===== src/hdl/udv_pkg.sv =====
// Package for the ultrasonic distance vote block.
// Holds the job and configuration structs, status codes and conversion constants.
// No dependencies; every module of the block imports it.
package udv_pkg;

  localparam int unsigned CM_W      = 7;
  localparam int unsigned WIDTH_W   = 13;
  localparam int unsigned CFG_IDX_W = 2;

  // Widths above this are timeouts (80 cm).
  localparam logic [WIDTH_W-1:0] TIMEOUT_US = 13'd4656;

  // cm = floor(w*5/291); the reciprocal 225/2^16 underestimates by at most one.
  localparam logic [14:0] CM_DIVISOR = 15'd291;
  localparam logic [8:0]  CM_RECIP   = 9'd225;
  localparam int unsigned CM_SHIFT   = 16;

  // floor(s/3) == (s*171) >> 9 for every s up to 255.
  localparam logic [8:0] THIRD_RECIP = 9'd171;

  typedef enum logic [CFG_IDX_W-1:0] {
    REG_AGREE_TOL  = 2'd0,
    REG_NEAR_LIMIT = 2'd1,
    REG_SIDE_LIMIT = 2'd2,
    REG_UNUSED     = 2'd3
  } cfg_reg_t;

  typedef enum logic [2:0] {
    ST_SLOW_DOWN  = 3'd0,
    ST_ALL_AGREE  = 3'd1,
    ST_ONE_ERROR  = 3'd2,
    ST_TWO_ERROR  = 3'd3,
    ST_ALL_ERROR  = 3'd4,
    ST_NO_REPORT  = 3'd5
  } status_t;

  typedef struct packed {
    logic [CM_W-1:0] agree_tol;
    logic [CM_W-1:0] near_limit;
    logic [CM_W-1:0] side_limit;
  } cfg_t;

  // One complete round of readings waiting for a vote.
  typedef struct packed {
    logic [CM_W-1:0] front0;
    logic [CM_W-1:0] front1;
    logic [CM_W-1:0] front2;
    logic [CM_W-1:0] rear;
  } job_t;

endpackage


===== src/hdl/udv_front.sv =====
// Front end of the distance vote: converts echo widths to cm and collects a round.
// Depends on udv_pkg; pushes a job_t into udv_queue when the rear beat is accepted.
module udv_front (
  input  logic                          clk,
  input  logic                          rst,
  input  logic                          in_valid,
  output logic                          in_stall,
  input  logic [udv_pkg::WIDTH_W-1:0]   echo_width,
  input  logic                          q_full,
  output logic                          q_push,
  output udv_pkg::job_t                 q_job
);
  import udv_pkg::*;

  logic [1:0]      slot;
  logic [CM_W-1:0] front0;
  logic [CM_W-1:0] front1;
  logic [CM_W-1:0] front2;
  logic            accept;
  logic            rear_slot;
  logic [14:0]     scaled;
  logic [23:0]     product;
  logic [CM_W-1:0] quot_est;
  logic [14:0]     remainder;
  logic [CM_W-1:0] cm;

  assign rear_slot = (slot == 2'd3);
  // Only the rear beat needs queue space, so the other slots never stall.
  assign in_stall  = q_full && rear_slot;
  assign accept    = in_valid && !in_stall;

  // Constant division by multiplication with a one-step correction.
  always_comb begin
    scaled    = 15'(echo_width) * 15'd5;
    product   = 24'(scaled) * 24'(CM_RECIP);
    quot_est  = product[CM_SHIFT +: CM_W];
    remainder = scaled - 15'(quot_est) * CM_DIVISOR;
    if (echo_width > TIMEOUT_US) begin
      cm = '0;
    end else if (remainder >= CM_DIVISOR) begin
      cm = quot_est + 7'd1;
    end else begin
      cm = quot_est;
    end
  end

  always_ff @(posedge clk) begin
    if (rst) begin
      slot   <= '0;
      front0 <= '0;
      front1 <= '0;
      front2 <= '0;
    end else if (accept) begin
      slot <= slot + 2'd1;
      unique case (slot)
        2'd0:    front0 <= cm;
        2'd1:    front1 <= cm;
        2'd2:    front2 <= cm;
        default: ;
      endcase
    end
  end

  assign q_push       = accept && rear_slot;
  assign q_job.front0 = front0;
  assign q_job.front1 = front1;
  assign q_job.front2 = front2;
  assign q_job.rear   = cm;

endmodule


===== src/hdl/udv_queue.sv =====
// Small FIFO of vote jobs between the front end and the voter.
// Depends on udv_pkg for job_t; depth comes from the top level.
module udv_queue #(
  parameter int unsigned DEPTH = 2
) (
  input  logic           clk,
  input  logic           rst,
  input  logic           push,
  input  udv_pkg::job_t  push_job,
  output logic           full,
  input  logic           pop,
  output logic           head_valid,
  output udv_pkg::job_t  head_job
);
  import udv_pkg::*;

  localparam int unsigned PW = (DEPTH > 1) ? $clog2(DEPTH) : 1;
  localparam int unsigned CW = $clog2(DEPTH + 1);

  job_t          entries [DEPTH];
  logic [PW-1:0] wr_ptr;
  logic [PW-1:0] rd_ptr;
  logic [CW-1:0] count;
  logic          do_push;
  logic          do_pop;

  assign full       = (count == CW'(DEPTH));
  assign head_valid = (count != '0);
  assign head_job   = entries[rd_ptr];
  assign do_push    = push && !full;
  assign do_pop     = pop && head_valid;

  always_ff @(posedge clk) begin
    if (do_push) begin
      entries[wr_ptr] <= push_job;
    end
  end

  always_ff @(posedge clk) begin
    if (rst) begin
      wr_ptr <= '0;
      rd_ptr <= '0;
      count  <= '0;
    end else begin
      if (do_push) begin
        wr_ptr <= (wr_ptr == PW'(DEPTH - 1)) ? '0 : wr_ptr + PW'(1);
      end
      if (do_pop) begin
        rd_ptr <= (rd_ptr == PW'(DEPTH - 1)) ? '0 : rd_ptr + PW'(1);
      end
      unique case ({do_push, do_pop})
        2'b10:   count <= count + CW'(1);
        2'b01:   count <= count - CW'(1);
        default: ;
      endcase
    end
  end

endmodule


===== src/hdl/udv_back.sv =====
// Back end of the distance vote: votes over one round and holds the result beat.
// Depends on udv_pkg; pops jobs from udv_queue, reads cfg_t from the top level.
module udv_back (
  input  logic                       clk,
  input  logic                       rst,
  input  udv_pkg::cfg_t              cfg,
  input  logic                       head_valid,
  input  udv_pkg::job_t              head_job,
  output logic                       pop,
  output logic                       out_valid,
  input  logic                       out_stall,
  output udv_pkg::status_t           status,
  output logic [udv_pkg::CM_W-1:0]   distance
);
  import udv_pkg::*;

  logic            load;
  logic            agree01;
  logic            agree02;
  logic            agree12;
  logic            any_low;
  logic            slow;
  logic [1:0]      pairs;
  logic [7:0]      pair_sum;
  logic [7:0]      sum3;
  logic [16:0]     third;
  status_t         status_next;
  logic [CM_W-1:0] distance_next;

  function automatic logic agrees(logic [CM_W-1:0] a, logic [CM_W-1:0] b,
                                  logic [CM_W-1:0] tol);
    logic [CM_W-1:0] diff;
    diff = (a > b) ? a - b : b - a;
    return (a != '0) && (b != '0) && (diff <= tol);
  endfunction

  assign agree01 = agrees(head_job.front0, head_job.front1, cfg.agree_tol);
  assign agree02 = agrees(head_job.front0, head_job.front2, cfg.agree_tol);
  assign agree12 = agrees(head_job.front1, head_job.front2, cfg.agree_tol);
  assign pairs   = 2'(agree01) + 2'(agree02) + 2'(agree12);

  // A zero reading is below any limit, so the compare alone covers it
  // except when the limit itself is zero.
  assign any_low = (head_job.front0 == '0) || (head_job.front0 < cfg.side_limit)
                || (head_job.front1 == '0) || (head_job.front1 < cfg.side_limit)
                || (head_job.front2 == '0) || (head_job.front2 < cfg.side_limit);
  assign slow    = (head_job.rear != '0) && (head_job.rear < cfg.near_limit) && any_low;

  // Six pair members sum to twice the three readings, so the mean is sum/3.
  assign sum3  = 8'(head_job.front0) + 8'(head_job.front1) + 8'(head_job.front2);
  assign third = 17'(sum3) * 17'(THIRD_RECIP);

  always_comb begin
    priority if (agree01) begin
      pair_sum = 8'(head_job.front0) + 8'(head_job.front1);
    end else if (agree02) begin
      pair_sum = 8'(head_job.front0) + 8'(head_job.front2);
    end else begin
      pair_sum = 8'(head_job.front1) + 8'(head_job.front2);
    end
  end

  always_comb begin
    priority if (slow) begin
      status_next   = ST_SLOW_DOWN;
      distance_next = head_job.rear;
    end else if (pairs == 2'd3) begin
      status_next   = ST_ALL_AGREE;
      distance_next = third[9 +: CM_W];
    end else if (pairs == 2'd1) begin
      status_next   = ST_ONE_ERROR;
      distance_next = pair_sum[CM_W:1];
    end else if (pairs == 2'd2) begin
      status_next   = ST_NO_REPORT;
      distance_next = '0;
    end else if (head_job.front0 != '0) begin
      status_next   = ST_TWO_ERROR;
      distance_next = head_job.front0;
    end else if (head_job.front1 != '0) begin
      status_next   = ST_TWO_ERROR;
      distance_next = head_job.front1;
    end else if (head_job.front2 != '0) begin
      status_next   = ST_TWO_ERROR;
      distance_next = head_job.front2;
    end else begin
      status_next   = ST_ALL_ERROR;
      distance_next = '0;
    end
  end

  // The output register refills whenever it is empty or being taken.
  assign load = !out_valid || !out_stall;
  assign pop  = head_valid && load;

  always_ff @(posedge clk) begin
    if (rst) begin
      out_valid <= 1'b0;
    end else if (load) begin
      out_valid <= head_valid;
    end
  end

  always_ff @(posedge clk) begin
    if (pop) begin
      status   <= status_next;
      distance <= distance_next;
    end
  end

endmodule


===== src/hdl/ultrasonic_distance_vote.sv =====
// Top level of the ultrasonic distance vote block.
// Depends on udv_pkg, udv_front, udv_queue and udv_back.
//
// Usage:
//   The input channel (in_valid, in_stall, echo_width) takes one echo width in
//   microseconds per beat, 0 meaning timeout. Beats go to sensor slots 0, 1, 2
//   and 3 in turn; slot 3 is the rear sensor. Each width is turned into cm and
//   stored. The beat for slot 3 closes a round and produces exactly one result
//   beat on the output channel (out_valid, out_stall, status, distance); the
//   other beats produce none.
//   The rear beat's round is registered in the queue, and its vote in the output
//   register. Throughput: one input beat per cycle, sustained, as long as the
//   output is taken; the conversion happens in the cycle the beat is taken and
//   the vote once the round has reached the queue head.
//   A stalled receiver holds the result beat steady. Rounds then collect in a
//   QUEUE_DEPTH entry queue; only when that queue is full is the rear beat
//   stalled, while beats for slots 0 to 2 are still taken.
//   Synchronous reset clears the slot counter, the stored readings, the queue
//   and the output valid, and loads the tolerance 5, near limit 20 and side
//   limit 23. The configuration port writes one register per cycle with
//   cfg_write; index 0 tolerance, 1 near limit, 2 side limit, 3 ignored.
module ultrasonic_distance_vote #(
  parameter int unsigned QUEUE_DEPTH = 2
) (
  input  logic                            clk,
  input  logic                            rst,
  input  logic                            in_valid,
  output logic                            in_stall,
  input  logic [udv_pkg::WIDTH_W-1:0]     echo_width,
  output logic                            out_valid,
  input  logic                            out_stall,
  output logic [2:0]                      status,
  output logic [udv_pkg::CM_W-1:0]        distance,
  input  logic                            cfg_write,
  input  logic [udv_pkg::CFG_IDX_W-1:0]   cfg_index,
  input  logic [udv_pkg::CM_W-1:0]        cfg_data
);
  import udv_pkg::*;

  cfg_t    cfg;
  logic    q_full;
  logic    q_push;
  job_t    q_push_job;
  logic    q_pop;
  logic    q_head_valid;
  job_t    q_head_job;
  status_t status_reg;

  // Configuration registers; the user must write them only while the block is idle, which the block does not enforce.
  always_ff @(posedge clk) begin
    if (rst) begin
      cfg.agree_tol  <= 7'd5;
      cfg.near_limit <= 7'd20;
      cfg.side_limit <= 7'd23;
    end else if (cfg_write) begin
      unique case (cfg_reg_t'(cfg_index))
        REG_AGREE_TOL:  cfg.agree_tol  <= cfg_data;
        REG_NEAR_LIMIT: cfg.near_limit <= cfg_data;
        REG_SIDE_LIMIT: cfg.side_limit <= cfg_data;
        default: ;
      endcase
    end
  end

  udv_front u_front (
    .clk        (clk),
    .rst        (rst),
    .in_valid   (in_valid),
    .in_stall   (in_stall),
    .echo_width (echo_width),
    .q_full     (q_full),
    .q_push     (q_push),
    .q_job      (q_push_job)
  );

  udv_queue #(
    .DEPTH (QUEUE_DEPTH)
  ) u_queue (
    .clk        (clk),
    .rst        (rst),
    .push       (q_push),
    .push_job   (q_push_job),
    .full       (q_full),
    .pop        (q_pop),
    .head_valid (q_head_valid),
    .head_job   (q_head_job)
  );

  udv_back u_back (
    .clk        (clk),
    .rst        (rst),
    .cfg        (cfg),
    .head_valid (q_head_valid),
    .head_job   (q_head_job),
    .pop        (q_pop),
    .out_valid  (out_valid),
    .out_stall  (out_stall),
    .status     (status_reg),
    .distance   (distance)
  );

  assign status = status_reg;

`ifndef SYNTHESIS
  // The front end must never push a round into a full queue.
  a_no_overflow: assert property (@(posedge clk) disable iff (rst)
    q_push |-> !q_full)
    else $error("round pushed into a full queue");

  // Slow down always reports the rear reading, which is then nonzero.
  a_slow_distance: assert property (@(posedge clk) disable iff (rst)
    (out_valid && status == ST_SLOW_DOWN) |-> (distance != '0))
    else $error("slow down reported with zero distance");

  // No report and all error carry no distance.
  a_zero_distance: assert property (@(posedge clk) disable iff (rst)
    (out_valid && (status == ST_NO_REPORT || status == ST_ALL_ERROR))
      |-> (distance == '0))
    else $error("distance given with no report or all error");

  // A reset leaves no result beat pending.
  a_reset_clears: assert property (@(posedge clk)
    rst |=> !out_valid)
    else $error("result beat valid right after reset");
`endif

endmodule


===== config.mk =====
export PLATFORM = sky130hd
export DESIGN_NAME = ultrasonic_distance_vote
export DESIGN_NICKNAME = d
export VERILOG_FILES = /design/src/hdl/udv_pkg.sv /design/src/hdl/udv_front.sv /design/src/hdl/udv_queue.sv /design/src/hdl/udv_back.sv /design/src/hdl/ultrasonic_distance_vote.sv
export SDC_FILE = /design/constraint.sdc
export NUM_CORES = 1
export LEC_CHECK = 0
export ABC_AREA = 0
export BUFFER_PORTS_ARGS = -buffer_cell sky130_fd_sc_hd__buf_4
export CAP_MARGIN = 20
export CORE_MARGIN = 4
export CORE_UTILIZATION = 32
export DETAILED_ROUTE_END_ITERATION = 6
export PLACE_DENSITY_LB_ADDON = 0.25
export SLEW_MARGIN = 20
export SYNTH_ARGS = -nofsm -noshare
export SYNTH_HDL_FRONTEND = slang
export SYNTH_SLANG_ARGS = --single-unit

===== constraint.sdc =====
create_clock -name clk -period 13.64 [get_ports clk]
set_input_delay 2.728 -clock clk [delete_from_list [all_inputs] [get_ports clk]]
set_output_delay 2.728 -clock clk [all_outputs]
set_load 0.1 [all_outputs]

==> results of run 1 <==
repair_timing:
| action | CTS | global route |
|---|---|---|
| hold endpoints to repair | 0 | 0 |
| resized for setup | 0 | 0 |
| setup endpoints to repair | 0 | 14 |
| hold buffers | 0 | 0 |
per-stage QoR:
step	instances	area [um2]	hold WS [ps]	setup TNS (ps)	setup WS, ps
5_1_grt	2077	15140	473.1	-524.5	-74.86
3_5_place_dp	2045	14570	437.8	0	432.8
4_1_cts	2077	15130	452.5	0	825.8
3_3_place_gp	2045	14570	434.2	0	660.1
2_1_floorplan	1480	13620	425.4	0	1557
6_report	2077	15140	452.5	0	886.6
routing by layer:
metal / routed length [um] / GRT usage (%)
met1: 15870 / 19.08
met5: 0 / 0
met4: 818 / 4.625
met2: 18000 / 28.15
met3: 656 / 1.445
final cells by class:
cell class                 count  share of cell area, %
timing repair buffer          54                  2.677
sequential                   116                  19.71
inverter                     191                  4.735
tap                          539                  4.454
multi-input combinational   1145                  64.67
clock buffer                  17                  2.809
clock inverter                15                 0.9503
cell usage in the layout, fill, tap and decap left out, types with 5 or more instances in the layout:
master and n:
ha_1 275, o211ai_1 19, o21bai_1 12, nand3_1 33, edfxtp_1 66, and2_1 20, or4_1 7, nand3b_1 5
inv_1 187, or2_2 5, clkbuf_16 17, nand2_1 71, and3_1 9, a21o_1 35, a32oi_1 6, nor2_1 82
o31ai_1 11, xor2_1 20, a211oi_1 22, or3_1 6, o21ai_0 74, mux2i_1 43, nor2b_1 13, o31a_1 8
inv_6 5, buf_4 54, mux2_2 8, a31oi_1 10, dfxtp_1 49, xnor2_1 53, o21a_1 21, a21boi_0 6
nor4_1 8, nor3_1 24, fa_1 46, nand2b_1 12, a21oi_1 85, nand4_1 9
kinds of logic after synthesis:
family,after synthesis,share of synthesized area (%)
AOI/OAI and AO/OA,365,18.05
and+or+nand+nor,324,12.04
adders and majority gates,323,32.16
buffers and inverters,219,6.327
DFF,116,21.89
xor gates and xnor gates,79,5.409
muxes,54,4.123
critical path: cells and delay by family:
family	cells	cell delay, ps
AO/OA/AOI/OAI	13	2290
XOR/XNOR	3	1030
AND/OR/NAND/NOR	6	1390
multiplexers	2	470
buffers and inverters	6	810
adder cells (fa/ha/maj)	13	4170
worst paths after layout:
| check | start | endpoint |
|---|---|---|
| hold reg to reg | u_front.front1[0] | u_queue.entries[0][14] |
| setup / recovery | echo_width[1] | u_queue.entries[1][3] |
| setup reg to reg | flop | u_back.distance[6] |
| hold / removal | u_front.front1[0] | u_queue.entries[0][14] |
==> results.ini, run 1 <==
[sta]
slew_viol_final=0
finalHoldViolCount=0
rsz0062_at_grt=true
fin_crit_ps=12750
fmax_ghz=0.07841
worst_pin_slew_ps=974.6
setup_viol=0
slew_headroom_pct=34.56
min_period_over_period_pct=93.50
finClkSkew_ps=8.913

[layout]
syn_to_final_growth_pct=11.14
reg_top3=u_queue.entries (56), cfg (21)
largest_reg_flops=56
regMostFlops=u_queue.entries
drive_above_1_share_pct=8.518
diodes=0
seqCellArea_um2=2984
multiInputGateArea_um2=9792
fill_cells=4343
final_nets=1873
final_core_util_pct=36.02

[synth]
synth_edf_count=66
synth_warnings=0
netlist_area_um2=13620
synth_ff_type=edfxtp_1
syn_nets=1828
synthTopCellsByCount=ha_1 (275), inv_1 (187), a21oi_1 (85)
netlist_instances=1480
yosysTopAreaCellShare_pct=25.25
yosys-top-cells-area=ha_1 (25%), edfxtp_1 (15%), dfxtp_1 (7.3%)
synthMostInstantiatedCell=ha_1
synthDistinctLibCells=87
yosysSeqAreaShare_pct=21.89
yosysTopAreaCell=ha_1
ys_ff_latch=116
syn_area_per_cell_um2=9.206
async_flop_share_pct=0

[cts]
htree_levels=4
cts_sinks=116
cts-root-buf=clkbuf_16
numCtsBuffers=17
post_cts.repair.setup_buffers=0
cts_tree=built
clk_latency_ps=410
cts_buffer_depth=2
clk_pin_slew_ps=60

[grt]
grt_use_total_pct=15.36
grt_start_max_net_pins=35
antenna_found_initial=0
grt_overflow=0
grt_pass1_vias=10850
grt_pass1_wl_mm=57.71

[routing]
drt_iter0_drc=460
drt-total-wl_mm=35.34
postRouteAntennaNets=0
vias=10730
vias_per_cell=5.166
wire_per_inst_um=17.02
firstDrtPassIters=5
drc=0

[floorplan]
die_h_um=214.3
start_util_pct=32.41
io_pins=39
core_area_um2=42040
num_rows=75
die_area_um2=45940
die_w_um=214.3

[setup_path]
cp-start-kind=input pin
slowest_delay_ps=680
cp.required_ps=13790
path_max_fanout=18
slowest_stage=xnor2_2
crit_path_end_kind=flop
rrSetupSlack_ps=5500
critPathKind=input pin to flop
crit_arrival_ps=12900
reg2reg_depth=24
cp_common_cell=ha_1

[min_path]
min_path_type=flop to flop
hold-path-cell-count=0

[placement]
hpwl_mm=29.10
port_buffers=38
place_congestion=0.8830

[status]
outcome=finished, final reports clean

[run]
cap_viol_max_count=0

Power of run 1 is left out: the tool's default activity adds up to more than one toggle a clock period on the data nets, which glitch-free logic cannot reach.
==> run 2: changes to the inputs <==
--- a/config.mk
+++ b/config.mk
@@ -15,4 +15,5 @@
 export SLEW_MARGIN = 20
 export SYNTH_ARGS = -nofsm -noshare
 export SYNTH_HDL_FRONTEND = slang
+export SYNTH_HIERARCHICAL = 1
 export SYNTH_SLANG_ARGS = --single-unit
==> run 2 against run 1 <==
Worst hold slack improved by 12 ps. Via count down 0.83%. Area after synthesis grew 0.27%. Critical endpoint is now u_queue/entries[0][6]. Critical path depth is 3 lower. Sequential cell count is the same. Largest cell class unchanged. Core utilization rose by 0.15 points. Register-to-register slack better by 300 ps. First-iteration DRC count rose by 43%. Sequential share of layout area down 0.088 points.
==> results.ini, run 2 <==
[status]
outcome=finished, final reports clean

[sta]
slew_viol_final=0
finClkSkew_ps=8.059
fin_crit_ps=12520
min_period_over_period_pct=91.76
tns_ps=0
hold-worst-slack_ps=464.6
slew_headroom_pct=27.58
fmax_ghz=0.07990
finalHoldViolCount=0
worst_pin_slew_ps=1079
setup_slack_ps=1124
rsz0062_at_grt=false
setup_viol=0

[cts]
cts_tree=built
clk_pin_slew_ps=60
cts_sinks=116
htree_levels=4
cts_resized=0
cts_buffer_depth=2
numCtsBuffers=17
clk_latency_ps=410
cts-root-buf=clkbuf_16
postCtsHoldBufs=0
post_cts.repair.setup_buffers=0

[setup_path]
path_max_fanout=41
cp_common_cell=ha_1
slowest_delay_ps=550
critPathKind=input pin to flop
crit_arrival_ps=12750
cp-start-kind=input pin
crit_path_end_kind=flop
cp.required_ps=13870
slowest_stage=fa_1

[routing]
drc=0
postRouteAntennaNets=0
wire_per_inst_um=16.51
vias_per_cell=5.166
drt_iter0_drc=660
drt-total-wl_mm=34.02
firstDrtPassIters=5
vias=10640

[layout]
largest_reg_flops=56
final_cell_mix=ha_1 (273), inv_1 (174), a21oi_1 (78), nand2_1 (74), nor2_1 (72)
diodes=0
regMostFlops=u_queue/entries
syn_to_final_growth_pct=11.29
reg_top3=u_queue/entries (56), cfg (21)
fill_cells=4308
final_nets=1854
final_common_cell=ha_1
drive_above_1_share_pct=8.679

[synth]
async_flop_share_pct=0
yosysTopAreaCell=ha_1
yosysTopAreaCellShare_pct=25.00
synth_warnings=6
syn_area_per_cell_um2=9.325
synth_edf_count=66
synthTopCellsByCount=ha_1 (273), inv_1 (174), a21oi_1 (78)
synth_ff_type=edfxtp_1
yosys-top-cells-area=ha_1 (25%), edfxtp_1 (15%), dfxtp_1 (7.3%)
syn_nets=1811
synthDistinctLibCells=85
ys_ff_latch=116
netlist_instances=1465
yosysSeqAreaShare_pct=21.84
synthMostInstantiatedCell=ha_1
netlist_area_um2=13660

[floorplan]
die_area_um2=46060
core_area_um2=42040
num_rows=75
die_w_um=214.6
start_util_pct=32.49
die_h_um=214.6
io_pins=39

[run]
cap_viol_max_count=0

[placement]
pre_cts_ws_ps=708.3
port_buffers=38
place_congestion=0.8637
hpwl_mm=27.35

[grt]
grt_pass1_vias=10840
grt_start_max_net_pins=44
grt_pass1_wl_mm=56.21
grt_overflow=0
grt_use_total_pct=14.86
antenna_found_initial=0

[min_path]
min_path_type=flop to flop

## run 2: cell types whose count changed after synthesis, moves of 8 or more
| cell | delta |
|---|---|
| or3_1 | +10 |
| mux2_2 | +15 |
| xor2_1 | +13 |
| nand2b_1 | +17 |
| inv_1 | -13 |
| nand3_1 | +12 |
| a21o_1 | +20 |
| mux2_1 | +11 |
| o21ai_0 | -27 |
| nor2_1 | -12 |
| o21ai_1 | +8 |
| a211oi_1 | -9 |
## run 2: worst max-delay path: cells and delay by family
kind	cells	cell delay (ps)
AOI/OAI and AO/OA	13	2750
xor gates and xnor gates	4	1030
adders and majority gates	13	4340
buffers and inverters	5	700
muxes	1	190
and+or+nand+nor	4	980
## run 2: layer usage
| layer | share of wire [%] | wire length (um) | GRT usage, % | vias to the layer above |
|---|---|---|---|---|
| met4 | 3.1 | 1051 | 5.317 | 0 |
| met3 | 2.1 | 704 | 1.587 | 55 |
| met1 | 45 | 15300 | 18.15 | 5047 |
| met2 | 50 | 16960 | 27.05 | 182 |
| met5 | 0 | 0 | 0 | - |
| li1 | - | - | - | 5357 |
## run 2: worst paths after layout
kind	startpoint	to	slack (ps)	cells after the start
setup / recovery	echo_width[1]	u_queue/entries[0][6]	1120	40
hold / removal	u_front/front1[4]	u_queue/entries[1][18]	460	0
setup reg to reg	flop	u_back/distance[6]	5800	25
hold reg to reg	u_front/front1[4]	u_queue/entries[1][18]	460	0
## run 2: stage by stage
step	instance area (um2)	utilization (%)	cells
6_report	15200	36.16	2060
3_5_place_dp	14600	34.72	2028
3_3_place_gp	14600	34.72	2028
4_1_cts	15200	36.16	2060
5_1_grt	15200	36.16	2060
2_1_floorplan	13660	-	1465
## run 2: area by class of cell
| type | count | area, um2 | share of cell area (%) |
|---|---|---|---|
| clock buffer | 17 | 425.4 | 2.798 |
| tap | 539 | 674.4 | 4.436 |
| multi-input combinational | 1142 | 9866 | 64.89 |
| sequential | 116 | 2983 | 19.62 |
| timing repair buffer | 55 | 412.9 | 2.716 |
| clock inverter | 15 | 181.4 | 1.193 |
| inverter | 176 | 660.6 | 4.345 |
## run 2: kinds of logic after synthesis
kind of cell	share of synthesized area (%)
simple gates	13.06
flops	21.84
mux	5.825
buf+inv	5.944
xor+xnor	5.514
compound gates	15.93
fa+ha+maj	31.89
Power of run 2 is left out for the same reason.
